--- src/design/sequence_tagged_ring_lookup_top_defines.svh ---
// Assertion macros used by the top level of the sequence-tagged ring lookup design.
`ifndef SEQUENCE_TAGGED_RING_LOOKUP_TOP_DEFINES_SVH
`define SEQUENCE_TAGGED_RING_LOOKUP_TOP_DEFINES_SVH

// Same-cycle implication, disabled while reset is high.
`define STLR_ASSERT_NOW(lbl, ante, cons, msg) \
   lbl: assert property (@(posedge clock) disable iff (reset) (ante) |-> (cons)) \
      else $error(msg);

// Next-cycle implication, disabled while reset is high.
`define STLR_ASSERT_NEXT(lbl, ante, cons, msg) \
   lbl: assert property (@(posedge clock) disable iff (reset) (ante) |=> (cons)) \
      else $error(msg);

`endif

--- src/design/stlr_pkg.sv ---
// Package with types, codes and constants of the sequence-tagged ring lookup.
`default_nettype none

package stlr_pkg;

   // Default number of slots; must be a power of two.
   localparam int unsigned STLR_DEPTH = 1024;

   localparam int unsigned SEQ_W = 64;
   localparam int unsigned POS_W = 64;
   localparam int unsigned STATUS_W = 3;

   typedef logic [STATUS_W-1:0] status_type;

   // Lookup status codes.
   localparam status_type ST_HIT         = 3'd0;
   localparam status_type ST_OVERWRITTEN = 3'd1;
   localparam status_type ST_NOT_SENT    = 3'd2;
   localparam status_type ST_EMPTY       = 3'd3;
   localparam status_type ST_LAPPED      = 3'd4;

   // Operation codes.
   localparam logic OP_STORE  = 1'b0;
   localparam logic OP_LOOKUP = 1'b1;

   // One slot of the ring memory.
   typedef struct packed {
      logic [SEQ_W-1:0] tag;
      logic [POS_W-1:0] position;
   } slot_type;

   // Lookup in flight: the number and the misses already known at acceptance.
   typedef struct packed {
      logic [SEQ_W-1:0] seq;
      logic             overwritten;
      logic             not_sent;
      logic             empty;
   } lookup_type;

endpackage

`default_nettype wire

--- src/design/stlr_status.sv ---
// Final status decision and the result output register.
`default_nettype none

module stlr_status
   import stlr_pkg::*;
(
   input  wire logic             clock,
   input  wire logic             reset,
   input  wire logic             lk_valid,
   input  wire lookup_type       lk,
   input  wire slot_type         rd_data,
   output logic                  out_free,
   output logic                  rsp_valid,
   input  wire logic             rsp_ready,
   output status_type            rsp_status,
   output logic [POS_W-1:0]      rsp_found_position
);

   logic             rsp_valid_ff;
   logic             rsp_valid_in;
   status_type       status_ff;
   status_type       status_in;
   logic [POS_W-1:0] found_ff;
   logic [POS_W-1:0] found_in;
   logic             advance;

   assign out_free = ~rsp_valid_ff | rsp_ready;
   assign advance  = lk_valid & out_free;

   // Misses in priority order; the tag compare is the only one left for this cycle.
   always_comb begin
      status_in = ST_HIT;
      found_in  = rd_data.position;
      if (lk.overwritten) begin
         status_in = ST_OVERWRITTEN;
      end else if (lk.not_sent) begin
         status_in = ST_NOT_SENT;
      end else if (lk.empty) begin
         status_in = ST_EMPTY;
      end else if (rd_data.tag != lk.seq) begin
         status_in = ST_LAPPED;
      end
      if (status_in != ST_HIT) begin
         found_in = '0;
      end
   end

   assign rsp_valid_in = advance | (rsp_valid_ff & ~rsp_ready);

   // Output valid flag.
   always_ff @(posedge clock) begin
      if (reset) begin
         rsp_valid_ff <= 1'b0;
      end else begin
         rsp_valid_ff <= rsp_valid_in;
      end
   end

   // Output payload loads only when a new result moves in.
   always_ff @(posedge clock) begin
      if (advance) begin
         status_ff <= status_in;
         found_ff  <= found_in;
      end
   end

   assign rsp_valid          = rsp_valid_ff;
   assign rsp_status         = status_ff;
   assign rsp_found_position = found_ff;

endmodule

`default_nettype wire

--- config.mk ---
export PLATFORM = sky130hd
export DESIGN_NAME = stlr_status
export DESIGN_NICKNAME = d
export VERILOG_FILES = /design/src/design/sequence_tagged_ring_lookup_top_defines.svh /design/src/design/stlr_pkg.sv /design/src/design/stlr_status.sv
export SDC_FILE = /design/constraint.sdc
export NUM_CORES = 1
export LEC_CHECK = 0
export BUFFER_PORTS_ARGS = -buffer_cell sky130_fd_sc_hd__buf_2
export CAP_MARGIN = 20
export CELL_PAD_IN_SITES_DETAIL_PLACEMENT = 0
export CELL_PAD_IN_SITES_GLOBAL_PLACEMENT = 1
export CORE_MARGIN = 2
export CORE_UTILIZATION = 30
export DETAILED_ROUTE_END_ITERATION = 8
export GPL_ROUTABILITY_DRIVEN = 0
export HOLD_SLACK_MARGIN = 0.1
export PLACE_DENSITY = 0.83
export SLEW_MARGIN = 30
export SYNTH_ARGS = -nofsm -noshare
export SYNTH_HDL_FRONTEND = slang
export SYNTH_SLANG_ARGS = --single-unit
--- constraint.sdc ---
create_clock -name clock -period 7.6 [get_ports clock]
set_input_delay 0.38 -clock clock [delete_from_list [all_inputs] [get_ports clock]]
set_output_delay 0.38 -clock clock [all_outputs]
set_load 0.02 [all_outputs]
Word level (Yosys, flattened, before mapping) --
Index checks and enable logic that the tools add are counted.
Word-level totals: output and inout bits 69, bits in read-only memories 0, word-level logic and storage cells 15, input port bits 199, memories kept 0, RAM bits 0, register bits after elaboration 68, bits in latches 0
Cells by class: multipliers 0, add/sub/neg operators 0, bitwise logic cells 6, equal/unequal tests 1, $lt $le $gt $ge 0, shifts and indexed selects 0, divide/modulo/power cells 0, multiplexer cells 4, reductions and logical operators 1
Operators by type and width (number):
- $ne A64 B64 Y1 | 1
- $mux W3 | 4
- $reduce_bool A3 Y1 | 1
- $and A1 B1 Y1 | 2
- $not A1 Y1 | 2
- $or A1 B1 Y1 | 2

Logic depth before layout (Yosys ltp) --
word-level depth 6, depth in mapped cells 7, depth with buffers taken out 5

Worst setup path after synthesis --
OpenSTA, ideal clock, no wires.
kind input to register, start in rsp_ready, end reg found_ff[0] (netlist: rsp_found_position[0]) (enable), data required time 7.168 ns, path slack 4.913 ns, stages 2, data arrival time 2.254 ns, setup time 0.432 ns, buffers on the path 0, cells stage by stage nand2b_1 and2_1
Between the ends: cells in the longest elaborated chain, start to end 2
RTL lines:
- start, declared | RTL line stlr_status.sv:14 | input wire logic rsp_ready,
- $or A1 B1 Y1 | RTL line stlr_status.sv:27 | assign out_free = ~rsp_valid_ff | rsp_ready;
- $and A1 B1 Y1 | RTL line stlr_status.sv:28 | assign advance = lk_valid & out_free;
- net advance | RTL line stlr_status.sv:25 | logic advance;
- end signal, assigned | RTL line stlr_status.sv:63 | found_ff <= found_in;
- end, declared | RTL line stlr_status.sv:23 | logic [POS_W-1:0] found_ff;
The timed path passes the listed nets, and every way through them passes these cells. A chain may end at the register's enable or synchronous reset.

Worst setup path after layout --
start in lk[32] (netlist bit), end reg status_ff[2] (netlist: rsp_status[2]), data pin
Between the ends: cells in the longest elaborated chain, start to end 5
RTL lines:
- start, declared | RTL line stlr_status.sv:10 | input wire lookup_type lk,
- $ne A64 B64 Y1 | RTL line stlr_status.sv:40 | end else if (rd_data.tag != lk.seq) begin
- $mux W3 | RTL line stlr_status.sv:40
- $mux W3 | RTL line stlr_status.sv:38 | end else if (lk.empty) begin
- $mux W3 | RTL line stlr_status.sv:36 | end else if (lk.not_sent) begin
- $mux W3 | RTL line stlr_status.sv:34 | if (lk.overwritten) begin
- net status_in[2] | RTL line stlr_status.sv:22 | status_type status_in;
- end signal, assigned | RTL line stlr_status.sv:62 | status_ff <= status_in;
- end, declared | RTL line stlr_status.sv:21 | status_type status_ff;
The timed path passes the listed nets, and every way through them passes these cells.

==> qor.tcl <==
set qor(finalCoreUtilization) 0.453
set qor(cts_resized) 0
set qor(synth_seq_area_share) 0.615
set qor(first_pass_grt_wire_length_mm) 14.4
set qor(synth_seq_cells) 68
set qor(critPathRequiredTime_ps) 7700
set qor(initial_antenna_violation_count) 0
set qor(final_net_count) 707
set qor(dr_total_vias) 2920
set qor(clk_transition_reported_paths_ps) 70
set qor(cts_tree) {built}
set qor(max_clock_freq_mhz) 459
set qor(mean_number_of_vias_per_cell) 4.47
set qor(detailedRoute.firstPassIterationCount) 4
set qor(end_kind) {register}
set qor(total_grt_overflow) 0
set qor(antenna_violating_nets_post_route) 0
set qor(fin_worst_hold_slack_ps) 178
set qor(top_level_ports) 268
set qor(timing.max_cap.violations) 0
set qor(tns_ps) 0
set qor(postCtsHoldBufs) 0
set qor(synth_area_um2) 3310
set qor(outcome) {complete, no violations}
set qor(initial_utilization) 0.306
set qor(core_region_area_um2) 10800
set qor(clock-sinks) 68
set qor(post-route-min-period_ps) 2180
set qor(synth.top_cell.area_share) 0.609
set qor(synth_top_area_cell) {sky130_fd_sc_hd__edfxtp_1}
set qor(fp.dieH_um) 109
set qor(hold_viol_final) 0
set qor(ys_top_cells_by_area) {sky130_fd_sc_hd__edfxtp_1 61%, sky130_fd_sc_hd__xor2_1 17%, sky130_fd_sc_hd__and3_1 11%}
set qor(timing.final.crit_share) 0.287
set qor(totalWireLength_mm) 10.0
set qor(pre_cts_slack_ps) 5020
set qor(cts_inserted_buffers) 9
set qor(placement_rows) 38
set qor(synth_instances) 241
set qor(rsz0062_at_grt) {no}
set qor(finalClockSkew_ps) 5.63
set qor(area.growth.synth_to_final_pct) 48.0
set qor(synth_area_per_cell_um2) 13.7
set qor(number_of_port_buffers) 267
set qor(drive_gt1_frac) 0.565
set qor(holdCritPathClass) {input port to register}
set qor(num_antenna_cells) 0
set qor(crit_path_start_kind) {input port}
set qor(setup-violations-final) 0
set qor(worstSetupPathType) {input port to register}
set qor(tightestPinTransition_ps) 834
set qor(mostFrequentLayoutCells) {267 x sky130_fd_sc_hd__buf_2, 67 x sky130_fd_sc_hd__edfxtp_1, 64 x sky130_fd_sc_hd__xor2_1}
set qor(clockBufferDepth) 2
set qor(routedWlPerCell_um) 15.3
set qor(syn_nets) 440
set qor(mostFrequentLayoutCell) {sky130_fd_sc_hd__buf_2}
set qor(p_leak_nw) 2.55
set qor(fp.dieArea_um2) 11900
set qor(powerDensity_nw_per_um2) 167
set qor(detail_route.iter0.violations) 109
set qor(via_count_of_the_first_global_routing_pass) 2970
set qor(synth-warning-count) 0
set qor(grtUsageTotal) 0.164
set qor(post_cts_buffers) 0
set qor(cp_data_arrival_time_ps) 2280
set qor(htree_levels) 3
set qor(fillCellCount) 1056
set qor(path_max_fanout) 65
set qor(slew_headroom) 0.444
set qor(power.ir.vdd_worst_uv) 76.7
set qor(place.detailed.hpwl_mm) 8.03
set qor(cts_root_buffer) {sky130_fd_sc_hd__clkbuf_8}
set qor(drv_slew) 0
set qor(layout_setup_ws_ps) 5420
set qor(post_synth_num_cell_types) 19
set qor(insertion_delay_ps) 340
set qor(floorplan.die.width_um) 109
set qor(grt_start_max_net_pins) 68
set qor(detail_route.drc_violations) 0
-- worst paths after layout --
| check | from | to | slack (ps) | cells past startpoint |
|---|---|---|---|---|
| max | lk[32] | rsp_status[2] | 5420 | 7 |
| min | reset | rsp_valid | 180 | 2 |
| max reg2reg | rsp_valid | rsp_found_position[51] | 5990 | 3 |
| min reg2reg | rsp_valid | rsp_valid | 520 | 2 |
-- metrics by stage --
stage	instance area, um^2	std cells	power, mW
2_1_floorplan	3310	241	0.503
3_3_place_gp	4740	637	0.581
5_1_grt	4890	653	0.856
6_report	4890	653	0.816
3_5_place_dp	4740	637	0.584
4_1_cts	4890	653	0.829
-- layout make-up --
cell class / instances / area (um^2) / share of cell area
clock buffer: 13 / 139 / 0.0284
inverter: 2 / 7.51 / 0.00153
tap: 140 / 175 / 0.0358
multi-input combinational: 157 / 1160 / 0.238
sequential: 68 / 2030 / 0.415
timing repair buffer: 270 / 1360 / 0.278
clock inverter: 3 / 15.0 / 0.00307
-- critical path, stage by stage --
cell and delay [ps]:
sky130_fd_sc_hd__buf_2 100, sky130_fd_sc_hd__xor2_1 150, sky130_fd_sc_hd__nor4_1 380, sky130_fd_sc_hd__nand4_1 210, sky130_fd_sc_hd__nor4_4 290, sky130_fd_sc_hd__buf_4 450
sky130_fd_sc_hd__and2b_2 280
-- state kept, by name, indices dropped and copies added (netlist names) --
| name | flops |
|---|---|
| rsp_valid | 1 |
| rsp_status | 3 |
| rsp_found_position | 64 |
-- synthesized netlist by cell type (all sizes together) --
cell type	n
nand2b	1
a21o	1
and3	64
dfxtp	1
nor2	2
xor2	64
and2	1
inv	2
clkbuf	8
a21oi	1
edfxtp	67
nor3	1
nor4	17
nand4	4
and2b	1
buf	6
-- kinds of logic after synthesis --
family	Yosys count	synth area share
flops	68	0.615
simple gates	91	0.174
compound gates	2	0.00378
buf+inv	16	0.0375
xor+xnor	64	0.170
-- metal layers --
metal,share of wire,global-route usage,routed length (um),vias to the layer above
met5,0,0,0,-
met2,0.57,0.327,5660,162
met3,0.087,0.0353,874,19
met1,0.32,0.153,3210,1319
met4,0.026,0.0833,264,0
li1,-,-,-,1420
-- power breakdown --
| group | switching (mW) | internal [mW] |
|---|---|---|
| logic | 0.0745 | 0.0650 |
| registers | 0.00438 | 0.430 |
| clock network | 0.125 | 0.117 |
| total | 0.204 | 0.612 |
Note: power is estimated with default switching activity, not from simulation.
